File: src/rtl/wsd_pkg.sv
`default_nettype none

package wsd_pkg;

    localparam logic [6:0] LEN_CODE_EXT16   = 7'd126;
    localparam logic [6:0] LEN_CODE_EXT64   = 7'd127;
    localparam logic [3:0] EXT16_BYTES      = 4'd2;
    localparam logic [3:0] EXT64_BYTES      = 4'd8;
    localparam logic [3:0] KEY_BYTES        = 4'd4;
    localparam logic [63:0] CTRL_MAX_LEN    = 64'd125;
    localparam logic [3:0] OPC_RSVD_LO_MIN  = 4'd3;
    localparam logic [3:0] OPC_RSVD_LO_MAX  = 4'd7;
    localparam logic [3:0] OPC_RSVD_HI_MIN  = 4'd11;

    typedef struct packed {
        logic        result_kind;
        logic        fin_flag;
        logic [2:0]  reserved_bits;
        logic [3:0]  frame_opcode;
        logic        mask_present;
        logic [63:0] payload_length;
        logic        header_valid;
        logic [7:0]  payload_byte;
        logic        frame_end;
    } wsd_result_t;

    // reserved opcodes, or a control frame longer than allowed
    function automatic logic hdr_ok(input logic [3:0] op, input logic [63:0] len);
        logic reserved;
        logic ctrl_long;
        reserved  = ((op >= OPC_RSVD_LO_MIN) && (op <= OPC_RSVD_LO_MAX))
                  || (op >= OPC_RSVD_HI_MIN);
        ctrl_long = op[3] && (len > CTRL_MAX_LEN);
        return !(reserved || ctrl_long);
    endfunction

endpackage

`default_nettype wire

File: src/rtl/wsd_in_if.sv
`default_nettype none

interface wsd_in_if;
    logic       valid;
    logic       ready;
    logic [7:0] in_byte;

    modport source (output valid, output in_byte, input ready);
    modport sink (input valid, input in_byte, output ready);
endinterface

`default_nettype wire

File: src/rtl/wsd_res_if.sv
`default_nettype none

interface wsd_res_if;
    logic        valid;
    logic        ready;
    logic        result_kind;
    logic        fin_flag;
    logic [2:0]  reserved_bits;
    logic [3:0]  frame_opcode;
    logic        mask_present;
    logic [63:0] payload_length;
    logic        header_valid;
    logic [7:0]  payload_byte;
    logic        frame_end;

    modport source (
        output valid, output result_kind, output fin_flag, output reserved_bits,
        output frame_opcode, output mask_present, output payload_length,
        output header_valid, output payload_byte, output frame_end,
        input ready
    );
    modport sink (
        input valid, input result_kind, input fin_flag, input reserved_bits,
        input frame_opcode, input mask_present, input payload_length,
        input header_valid, input payload_byte, input frame_end,
        output ready
    );
endinterface

`default_nettype wire

File: src/rtl/wsd_parser.sv
`default_nettype none

module wsd_parser (
    input  wire logic                clk,
    input  wire logic                rst_n,
    input  wire logic                accept,
    input  wire logic [7:0]          in_byte,
    output logic                     res_valid,
    output wsd_pkg::wsd_result_t     res_data
);
    import wsd_pkg::*;

    typedef enum logic [4:0] {
        PH_FIRST   = 5'b00001,
        PH_SECOND  = 5'b00010,
        PH_EXTLEN  = 5'b00100,
        PH_KEY     = 5'b01000,
        PH_PAYLOAD = 5'b10000
    } phase_t;

    phase_t      phase_reg, phase_next;
    logic [3:0]  cnt_reg, cnt_next;
    logic [8:0]  hdr_reg, hdr_next;
    logic [63:0] len_reg, len_next;
    logic [31:0] key_reg, key_next;
    logic [63:0] rem_reg, rem_next;
    logic [1:0]  kidx_reg, kidx_next;

    logic        after_len;
    logic        finish;
    logic        emit;
    logic        kind;
    logic        fend;
    logic [7:0]  pbyte;
    logic [7:0]  key_byte;
    logic [6:0]  code;

    assign code = in_byte[6:0];

    always_comb
    begin
        case (kidx_reg)
            2'd0:    key_byte = key_reg[31:24];
            2'd1:    key_byte = key_reg[23:16];
            2'd2:    key_byte = key_reg[15:8];
            default: key_byte = key_reg[7:0];
        endcase
    end

    always_comb
    begin
        phase_next = phase_reg;
        cnt_next   = cnt_reg;
        hdr_next   = hdr_reg;
        len_next   = len_reg;
        key_next   = key_reg;
        rem_next   = rem_reg;
        kidx_next  = kidx_reg;
        after_len  = 1'b0;
        finish     = 1'b0;
        emit       = 1'b0;
        kind       = 1'b0;
        fend       = 1'b0;
        pbyte      = 8'd0;
        if (accept)
        begin
            unique case (phase_reg)
                PH_FIRST:
                begin
                    hdr_next   = {in_byte, 1'b0};
                    len_next   = 64'd0;
                    key_next   = 32'd0;
                    phase_next = PH_SECOND;
                end
                PH_SECOND:
                begin
                    hdr_next = {hdr_reg[8:1], in_byte[7]};
                    if ((code == LEN_CODE_EXT16) || (code == LEN_CODE_EXT64))
                    begin
                        len_next   = 64'd0;
                        cnt_next   = (code == LEN_CODE_EXT16) ? EXT16_BYTES : EXT64_BYTES;
                        phase_next = PH_EXTLEN;
                    end
                    else
                    begin
                        len_next  = {57'd0, code};
                        after_len = 1'b1;
                    end
                end
                PH_EXTLEN:
                begin
                    len_next = {len_reg[55:0], in_byte};
                    if (cnt_reg != 4'd0)
                        cnt_next = cnt_reg - 4'd1;
                    if (cnt_next == 4'd0)
                        after_len = 1'b1;
                end
                PH_KEY:
                begin
                    key_next = {key_reg[23:0], in_byte};
                    if (cnt_reg != 4'd0)
                        cnt_next = cnt_reg - 4'd1;
                    if (cnt_next == 4'd0)
                        finish = 1'b1;
                end
                PH_PAYLOAD:
                begin
                    if (rem_reg != 64'd0)
                        rem_next = rem_reg - 64'd1;
                    kidx_next = kidx_reg + 2'd1;
                    emit      = 1'b1;
                    kind      = 1'b1;
                    pbyte     = in_byte ^ key_byte;
                    fend      = (rem_next == 64'd0);
                    if (fend)
                        phase_next = PH_FIRST;
                end
                default:
                begin
                    phase_next = PH_FIRST;
                end
            endcase

            // length known: either collect the mask key or close the header
            if (after_len)
            begin
                if (hdr_next[0])
                begin
                    phase_next = PH_KEY;
                    cnt_next   = KEY_BYTES;
                end
                else
                begin
                    finish = 1'b1;
                end
            end

            if (finish)
            begin
                rem_next   = len_next;
                kidx_next  = 2'd0;
                cnt_next   = 4'd0;
                emit       = 1'b1;
                fend       = (len_next == 64'd0);
                phase_next = fend ? PH_FIRST : PH_PAYLOAD;
            end
        end
    end

    always_ff @(posedge clk or negedge rst_n)
    begin
        if (!rst_n)
        begin
            phase_reg <= PH_FIRST;
            cnt_reg   <= 4'd0;
            hdr_reg   <= 9'd0;
            len_reg   <= 64'd0;
            key_reg   <= 32'd0;
            rem_reg   <= 64'd0;
            kidx_reg  <= 2'd0;
        end
        else
        begin
            phase_reg <= phase_next;
            cnt_reg   <= cnt_next;
            hdr_reg   <= hdr_next;
            len_reg   <= len_next;
            key_reg   <= key_next;
            rem_reg   <= rem_next;
            kidx_reg  <= kidx_next;
        end
    end

    assign res_valid               = emit;
    assign res_data.result_kind    = kind;
    assign res_data.fin_flag       = hdr_next[8];
    assign res_data.reserved_bits  = hdr_next[7:5];
    assign res_data.frame_opcode   = hdr_next[4:1];
    assign res_data.mask_present   = hdr_next[0];
    assign res_data.payload_length = len_next;
    assign res_data.header_valid   = hdr_ok(hdr_next[4:1], len_next);
    assign res_data.payload_byte   = pbyte;
    assign res_data.frame_end      = fend;

endmodule

`default_nettype wire

File: src/rtl/wsd_res_buf.sv
`default_nettype none

module wsd_res_buf (
    input  wire logic                 clk,
    input  wire logic                 rst_n,
    input  wire logic                 push,
    input  wsd_pkg::wsd_result_t      push_data,
    input  wire logic                 pop_ready,
    output logic                      out_valid,
    output wsd_pkg::wsd_result_t      out_data,
    output logic                      full
);
    import wsd_pkg::*;

    wsd_result_t slot0_reg, slot1_reg;
    logic [1:0]  count_reg;
    logic        pop;

    assign out_valid = (count_reg != 2'd0);
    assign out_data  = slot0_reg;
    assign full      = (count_reg == 2'd2);
    assign pop       = out_valid && pop_ready;

    always_ff @(posedge clk or negedge rst_n)
    begin
        if (!rst_n)
        begin
            count_reg <= 2'd0;
        end
        else
        begin
            case ({push, pop})
                2'b10:   count_reg <= count_reg + 2'd1;
                2'b01:   count_reg <= count_reg - 2'd1;
                default: count_reg <= count_reg;
            endcase
        end
    end

    // head slot always holds the oldest beat
    always_ff @(posedge clk)
    begin
        if (pop)
        begin
            if (count_reg == 2'd2)
                slot0_reg <= slot1_reg;
            else if (push)
                slot0_reg <= push_data;
        end
        else if (push)
        begin
            if (count_reg == 2'd0)
                slot0_reg <= push_data;
            else
                slot1_reg <= push_data;
        end
    end

endmodule

`default_nettype wire

File: src/rtl/websocket_frame_deframer.sv
// a result beat is registered in the result buffer and offered behind any older beat
// throughput: one byte per cycle while ready; header bytes but the last give no beat
// a two-beat result buffer keeps input ready while one beat waits downstream
// input ready drops only when both buffer slots are occupied
// reset is asynchronous: parser returns to the first header byte, buffer empties
`default_nettype none

module websocket_frame_deframer (
    input  wire logic   clk,
    input  wire logic   rst_n,
    wsd_in_if.sink      stream,
    wsd_res_if.source   result
);
    import wsd_pkg::*;

    logic        accept;
    logic        par_valid;
    wsd_result_t par_data;
    logic        buf_valid;
    wsd_result_t buf_data;
    logic        buf_full;

    assign stream.ready = !buf_full;
    assign accept       = stream.valid && stream.ready;

    wsd_parser u_parser (
        .clk       (clk),
        .rst_n     (rst_n),
        .accept    (accept),
        .in_byte   (stream.in_byte),
        .res_valid (par_valid),
        .res_data  (par_data)
    );

    wsd_res_buf u_res_buf (
        .clk       (clk),
        .rst_n     (rst_n),
        .push      (par_valid),
        .push_data (par_data),
        .pop_ready (result.ready),
        .out_valid (buf_valid),
        .out_data  (buf_data),
        .full      (buf_full)
    );

    assign result.valid          = buf_valid;
    assign result.result_kind    = buf_data.result_kind;
    assign result.fin_flag       = buf_data.fin_flag;
    assign result.reserved_bits  = buf_data.reserved_bits;
    assign result.frame_opcode   = buf_data.frame_opcode;
    assign result.mask_present   = buf_data.mask_present;
    assign result.payload_length = buf_data.payload_length;
    assign result.header_valid   = buf_data.header_valid;
    assign result.payload_byte   = buf_data.payload_byte;
    assign result.frame_end      = buf_data.frame_end;

`ifndef SYNTHESIS
    a_no_push_when_full: assert property (@(posedge clk) disable iff (!rst_n)
        par_valid |-> !buf_full)
        else $error("result pushed into full buffer");

    a_header_end_len: assert property (@(posedge clk) disable iff (!rst_n)
        (result.valid && !result.result_kind)
            |-> (result.frame_end == (result.payload_length == 64'd0)))
        else $error("header frame_end disagrees with payload length");

    a_header_no_byte: assert property (@(posedge clk) disable iff (!rst_n)
        (result.valid && !result.result_kind) |-> (result.payload_byte == 8'd0))
        else $error("header beat carries a payload byte");

    a_full_holds: assert property (@(posedge clk) disable iff (!rst_n)
        (buf_full && !result.ready) |=> buf_full)
        else $error("buffer lost a beat while stalled");
`endif

endmodule

`default_nettype wire
File: src/flat_wrapper.sv
// flat-port wrapper written by rule: the top's interface ports become plain ports
module websocket_frame_deframer_flat import wsd_pkg::*;
  (clk, rst_n, stream_valid, stream_in_byte, stream_ready, result_valid, result_result_kind, result_fin_flag, result_reserved_bits, result_frame_opcode, result_mask_present, result_payload_length, result_header_valid, result_payload_byte, result_frame_end, result_ready);
  wsd_in_if stream_i ();
  wsd_res_if result_i ();
  input  wire logic clk;
  input  wire logic rst_n;
  input wire logic [$bits(stream_i.valid)-1:0] stream_valid;
  input wire logic [$bits(stream_i.in_byte)-1:0] stream_in_byte;
  output wire logic [$bits(stream_i.ready)-1:0] stream_ready;
  output wire logic [$bits(result_i.valid)-1:0] result_valid;
  output wire logic [$bits(result_i.result_kind)-1:0] result_result_kind;
  output wire logic [$bits(result_i.fin_flag)-1:0] result_fin_flag;
  output wire logic [$bits(result_i.reserved_bits)-1:0] result_reserved_bits;
  output wire logic [$bits(result_i.frame_opcode)-1:0] result_frame_opcode;
  output wire logic [$bits(result_i.mask_present)-1:0] result_mask_present;
  output wire logic [$bits(result_i.payload_length)-1:0] result_payload_length;
  output wire logic [$bits(result_i.header_valid)-1:0] result_header_valid;
  output wire logic [$bits(result_i.payload_byte)-1:0] result_payload_byte;
  output wire logic [$bits(result_i.frame_end)-1:0] result_frame_end;
  input wire logic [$bits(result_i.ready)-1:0] result_ready;
  assign stream_i.valid = stream_valid;
  assign stream_i.in_byte = stream_in_byte;
  assign stream_ready = stream_i.ready;
  assign result_valid = result_i.valid;
  assign result_result_kind = result_i.result_kind;
  assign result_fin_flag = result_i.fin_flag;
  assign result_reserved_bits = result_i.reserved_bits;
  assign result_frame_opcode = result_i.frame_opcode;
  assign result_mask_present = result_i.mask_present;
  assign result_payload_length = result_i.payload_length;
  assign result_header_valid = result_i.header_valid;
  assign result_payload_byte = result_i.payload_byte;
  assign result_frame_end = result_i.frame_end;
  assign result_i.ready = result_ready;
  websocket_frame_deframer u_core (.clk(clk), .rst_n(rst_n), .stream(stream_i), .result(result_i));
endmodule
File: config.mk
export PLATFORM = sky130hd
export DESIGN_NAME = websocket_frame_deframer_flat
export DESIGN_NICKNAME = d
export VERILOG_FILES = /design/src/rtl/wsd_pkg.sv /design/src/rtl/wsd_in_if.sv /design/src/rtl/wsd_res_if.sv /design/src/rtl/wsd_parser.sv /design/src/rtl/wsd_res_buf.sv /design/src/rtl/websocket_frame_deframer.sv /design/src/flat_wrapper.sv
export SDC_FILE = /design/constraint.sdc
export NUM_CORES = 1
export LEC_CHECK = 0
export BUFFER_PORTS_ARGS = -buffer_cell sky130_fd_sc_hd__buf_2
export CAP_MARGIN = 20
export CORE_MARGIN = 4
export CORE_UTILIZATION = 62
export CTS_CLUSTER_SIZE = 25
export DETAILED_ROUTE_END_ITERATION = 10
export PLACE_DENSITY = 0.81
export SLEW_MARGIN = 20
export SYNTH_ARGS = -nofsm -noshare
export SYNTH_HDL_FRONTEND = slang
export SYNTH_HIERARCHICAL = 1
export SYNTH_SLANG_ARGS = --single-unit
File: constraint.sdc
create_clock -name clk -period 11.3 [get_ports clk]
set_input_delay 0.565 -clock clk [delete_from_list [all_inputs] [get_ports clk]]
set_output_delay 0.565 -clock clk [all_outputs]
set_load 0.005 [all_outputs]
* Word-level counts from Yosys, hierarchy flattened
Cells that the tools add are included.
** Storage, ports and cells
- Latch bits :: 0
- Output and inout port bits :: 86
- RAM bits :: 0
- Word-level logic and storage cells :: 137
- Memory bits (read-only) :: 0
- Flip-flop bits (word level) :: 350
- Memories :: 0
** Cells by class
- Bitwise gates (word level) :: 3
- Muxes and demuxes :: 58
- Reduce and logical (&&, ||, !) cells :: 29
- Equality and inequality tests :: 12
- $lt $le $gt $ge :: 4
- Div/mod/pow operators :: 0
- Multiply operators :: 0
- $add $sub $neg :: 5
- Shift-type cells :: 0
** Operators with widths (count)
- $mux 64 :: 7
- $mux 84 :: 5
- $pmux 64 s3 :: 1
- $logic_not 64->1 :: 2
- $gt 64x7->1 const B :: 1
- $pmux 32 s2 :: 1
- $reduce_bool 64->1 :: 1
- $sub 64x1->64 const B :: 1
- $mux 4 :: 10
- $mux 5 :: 6
- $pmux 8 s3 :: 1
- $pmux 5 s4 :: 1
- $mux 9 :: 2
- $pmux 9 s2 :: 1
- $mux 8 :: 2
- $mux 1 :: 15
- $eq 7x7->1 const B :: 2
- $reduce_bool 2->1 :: 7
- $pmux 4 s3 :: 1
- $logic_not 4->1 :: 2
- $xor 8x8->8 :: 1
- $mux 7 :: 1
- $eq 2x2->1 const B :: 3
- $reduce_and 3->1 :: 2
- 23 further kinds :: 35

* Depth between registers and ports, before layout
- Depth in word-level cells :: 15
- Mapped depth :: 17
- Depth with buffers taken out :: 14

* Hierarchy
Netlist, hierarchy kept.
** By module, submodules not included
- wsd_parser :: times used 1, area an instance 11518.5 µm², cells each 1451
- wsd_res_buf :: times used 1, area an instance 6457.4 µm², cells each 277
- websocket_frame_deframer :: times used 1, area an instance 10.0 µm², cells each 2

* Least setup slack after synthesis
OpenSTA, ideal clock, no wires.
- Kind :: reg2reg
- Start point :: register u_core.u_parser.cnt_reg[0]
- End point :: register u_core/u_res_buf/slot1_reg[0] (netlist name), enable pin
- Buffers on the path :: 3
- Required time :: 10.654 ns
- Setup slack :: 1.629 ns
- Cell stages (with the launch flop) :: 15
- Clock period less this slack :: 9.671 ns
- Library setup time :: 0.646 ns
- Arrival time :: 9.025 ns
- Cell sequence :: dfrtp_1 inv_1 ha_1 or3b_2 a21oi_1 o21bai_1 o21ai_1 and2_1 buf_2 o21ai_1 clkinv_1 clkbuf_1 clkbuf_1 inv_1 nor3b_1
** On the way
- Longest elaborated chain between the ends :: 13
** RTL lines
- from (decl) :: RTL line wsd_parser.sv:22 : logic [3:0] cnt_reg, cnt_next;
- from (signal assigned) :: RTL line wsd_parser.sv:165 : cnt_reg <= cnt_next;
- $sub 4x1->4 or $reduce_bool 4->1 (tied branches)
- $mux 4 * :: RTL line wsd_parser.sv:93, wsd_parser.sv:101
- $mux 4 :: RTL line wsd_parser.sv:67 : unique case (phase_reg)
- $mux 4 :: RTL line wsd_parser.sv:65 : if (accept)
- $logic_not 4->1 (on tied branches) :: RTL line wsd_parser.sv:95, wsd_parser.sv:103
- $mux 1 (on tied branches) :: RTL line wsd_parser.sv:95, wsd_parser.sv:103
- $pmux 1 s2 or $mux 1 (tied branches) :: RTL line wsd_parser.sv:67
- $mux 1 (on tied branches) :: RTL line wsd_parser.sv:65, wsd_parser.sv:127
- $mux 1 * :: RTL line wsd_parser.sv:125 : if (after_len)
- $mux 1 * :: RTL line wsd_parser.sv:65
- $mux 1 * :: RTL line wsd_parser.sv:138 : if (finish)
- $mux 1 * :: RTL line wsd_parser.sv:65
- net u_core.par_valid :: RTL line websocket_frame_deframer.sv:17 : logic par_valid;
- $reduce_and 3->1 (no source line) *
- to (signal assigned) :: RTL line wsd_res_buf.sv:55 : slot1_reg <= push_data;
- to (decl) :: RTL line wsd_res_buf.sv:15 : wsd_result_t slot0_reg, slot1_reg;
The timed path passes the listed nets; every way through them passes the cells marked *. The select of a mux whose other input is x is not followed.
A chain may end at the register's enable or synchronous reset.

* Final worst setup path
- Start point :: register u_core.u_parser.phase_reg[3]
- End point :: register u_core.u_res_buf.slot0_reg, in the netlist u_core/u_res_buf/out_data[65], enable pin
** On the way
- Longest elaborated chain between the ends :: 10
** RTL lines
- from (decl) :: RTL line wsd_parser.sv:21 : phase_t phase_reg, phase_next;
- from (signal assigned) :: RTL line wsd_parser.sv:164 : phase_reg <= phase_next;
- $eq 5x2->1 or $eq 5x1->1 (tied branches) :: RTL line wsd_parser.sv:67
- $pmux 9 s2 :: RTL line wsd_parser.sv:67
- $mux 9 :: RTL line wsd_parser.sv:65
- $mux 1 :: RTL line wsd_parser.sv:127 : if (hdr_next[0])
- $mux 1 :: RTL line wsd_parser.sv:125
- $mux 1 :: RTL line wsd_parser.sv:65
- $mux 1 * :: RTL line wsd_parser.sv:138
- $mux 1 * :: RTL line wsd_parser.sv:65
- net u_core.par_valid :: RTL line websocket_frame_deframer.sv:17
- $reduce_bool 2->1 (no source line)
- $reduce_and 3->1 (no source line) *
- to (signal assigned) :: RTL line wsd_res_buf.sv:46 : slot0_reg <= slot1_reg;
- to (signal assigned) :: RTL line wsd_res_buf.sv:48 : slot0_reg <= push_data;
- to (signal assigned) :: RTL line wsd_res_buf.sv:53 : slot0_reg <= push_data;
- to (decl) :: RTL line wsd_res_buf.sv:15
Marks and branches as above.

==> metrics <==
initial antenna violation count=0; Critical Path Start Type=flip-flop; Adder-Cell Fraction of Synth Area=0.4870%; Worst VDD drop=0.1753 mV; htree depth=2; Critical Path End Type=flip-flop; EDFF count, synth=between 150 and 200; Syn-to-layout area delta=10.25%; Post-Syn Area=0.01799 sq mm; footprint of the multi-input gates=0.007787 sq mm; GR Overflow Total=0; maximum clock rate=148.2 MHz; Critical Path Fanout Max=90; Post-route DRC=0; core area=0.02863 sq mm; Die ar.=0.03180 sq mm; worst-margin pin slew=between 1 and 1.5 ns; flops & latches, synth=350; vias in the first global route=~14000; Antenna Nets Post-Route=0; maximum root-to-sink buffer count=3; Layout Nets=1784; CTS tree=done; Rows=62; CTS Buf Count=37; Antenna Cells=0; Final Critical Period=6.747 ns; Critical Path AT=6.90 ns; Fillers=~2000; commonest cells after routing, fill and taps aside=181 x dfrtp_1, 168 x edfxtp_1, 166 x nand2_1; commonest non-fill, non-tap cell in the layout=dfrtp_1; layout cells sized above 1=~17%; Hold Buf Count CTS=0; Final Max Slew Viols=0; Synth Area per Inst=10.40 sq um; drt wl/cell=25.26 um; via count=around 15000; storage element area=roughly 0.0096 sq mm; first-pass GRT wire length=83.75 mm; CTS sink cnt=350; power density over cell area=304.2 mW/mm^2; Post-CTS Repair Setup Buffers=0; post-synthesis instance total=1730; final setup violation count=0; sequential share of the synthesized area=between 50% and 60%; DPL Wire Length=37.44 mm; combinational family with the most area after synthesis=compound AO/OA/AOI/OAI gates; DRT Pass-1 Iters=8; Async SR Flop Fraction=a little over half; Starting Density=62.83%; unrepaired setup endpoints after global routing=no; Horiz. Die Dim=178.3 um; simple-gate portion of the synthesized area=16.97%; Leakage=7.523 nW; worst min path class=input pin to async pin; DRT iter0 DRCs=2192; Worst Skew=about 0.019 ns; CTS root buf=clkbuf_16; final wirelength=55.01 mm; pin count of the biggest net entering global routing=91; All-Layer GR Usage=34.07%; # IOs=between 90 and 100; worst path required time=11.45 ns; setup TNS=0 ns; CTS clk-pin slew, worst paths=~0.06 ns; Yosys warning count=6; via/cell ratio=6.935; Finished Core Util=69.27%; Port Buffer Count=between 90 and 100; Die Ht=178.3 um; Routability Congestion=between 1 and 1.5; mux cell area share after synthesis=7.235%; XOR/XNOR share of the synthesized area=1.315%; status=complete, no violations; Max Cap Viol=0; Fin. Hold Viols=0; Compound-Gate Fraction of Synth Area=16.98%; post-CTS sizing=0; Worst-Skew Late Latency=0.54 ns; Primary FF master, synth=dfrtp_1; crit path kind=flip-flop to flip-flop; period utilization=59.71%; Netlist cell types=82; syn nets=roughly 1700; Slew HR=a little under a third
## cell usage after synthesis (all sizes together) (19+ instances only)
master  count  share of area, %
a31oi      39               1.4
and3       26              0.90
clkbuf     89               1.9
o22a       20              0.97
or3        19              0.66
or4        23              0.96
o21ai     140               3.9
buf        34               1.2
a21oi     144               4.0
edfxtp    168                28
nor2      167               3.5
mux2       92               7.0
nor4       43               1.7
xnor2      22               1.1
nand3      42               1.2
dfrtp     181                25
nand2     168               3.5
nand4      32               1.1
inv        28              0.58
a22oi      28               1.2
nor3       35               1.1
## worst max-delay path, stage by stage (launching register included)
cell	delay (ns)
dfrtp_1	0.44
nor4_4	0.28
buf_4	0.36
nand2_1	0.68
and2_0	0.48
o21ai_1	0.46
and2_2	0.24
buf_4	0.73
o21ai_4	0.04
buf_4	0.40
clkinv_1	0.14
buf_4	0.48
mux2i_1	0.22
o21ai_4	0.50
buf_4	0.76
## power breakdown
group	internal, mW	total (mW)	switching [mW]	leakage, nW
logic	0.861	2.42	1.55	3.21
clock network	0.695	1.21	0.517	0.582
registers	1.95	2.40	0.456	3.73
## logic make-up (layout without fill, tap and decap cells)
family,after synthesis,count (layout)
and+or+nand+nor,607,607
AOI/OAI and AO/OA,491,491
DFF,350,350
buffers and inverters,152,216
muxes,96,96
xor gates and xnor gates,27,27
adders and majority gates,7,7
## layout make-up
cell class	instances	area share, %
clock buffers	51	5.035
clock inverters	17	0.9402
inverters	29	0.5490
multi-input cells	1228	39.27
flip-flops and latches	350	48.42
well taps	384	2.423
repair buffers	119	3.363
## routing by layer
layer,vias up,global-route usage [%],share of wire [%]
met3,188,5.341,10
li1,6583,-,-
met4,0,16.12,5.4
met5,-,0,0
met2,976,52.09,45
met1,7358,48.15,39
## metrics by stage
| stage | setup slack, ns | std cells | power, mW | hold slack (ns) | cell area, sq um |
|---|---|---|---|---|---|
| 6_report | 4.553 | 2178 | 6.031 | 0.04379 | 19830 |
| 5_1_grt | 4.154 | 2178 | 6.286 | 0.1067 | 19830 |
| 4_1_cts | 4.700 | 2176 | 5.958 | 0.07929 | 19800 |
| 3_5_place_dp | 4.729 | 2108 | 4.720 | 0.4985 | 18620 |
| 3_3_place_gp | 4.966 | 2108 | 4.652 | 0.4830 | 18620 |
| 2_1_floorplan | 1.629 | 1730 | 3.877 | 0.2694 | 17990 |
## path summary, 6_finish.rpt
check                                                         startpoint                                       to  slack (ns)  depth (start not counted)
min in group clk                                       stream_in_byte[6]   u_core/u_parser/key_reg[6]$_DFFE_PN0P_        0.39                          3
max in group asynchronous                                          rst_n    u_core/u_parser/len_reg[48]$_DFF_PN0_        9.90                          2
worst min register to register   u_core/u_parser/key_reg[20]$_DFFE_PN0P_  u_core/u_parser/key_reg[28]$_DFFE_PN0P_        0.51                          2
worst max-delay path            u_core/u_parser/phase_reg[3]$_DFFE_PN0P_  u_core/u_res_buf/out_data[65]$_DFFE_PP_        4.55                         14
worst min-delay path                                               rst_n   u_core/u_parser/key_reg[9]$_DFFE_PN0P_        0.04                          1
worst max register to register  u_core/u_parser/phase_reg[3]$_DFFE_PN0P_  u_core/u_res_buf/out_data[65]$_DFFE_PP_        4.55                         14
Power figures use the tool's default switching activity.
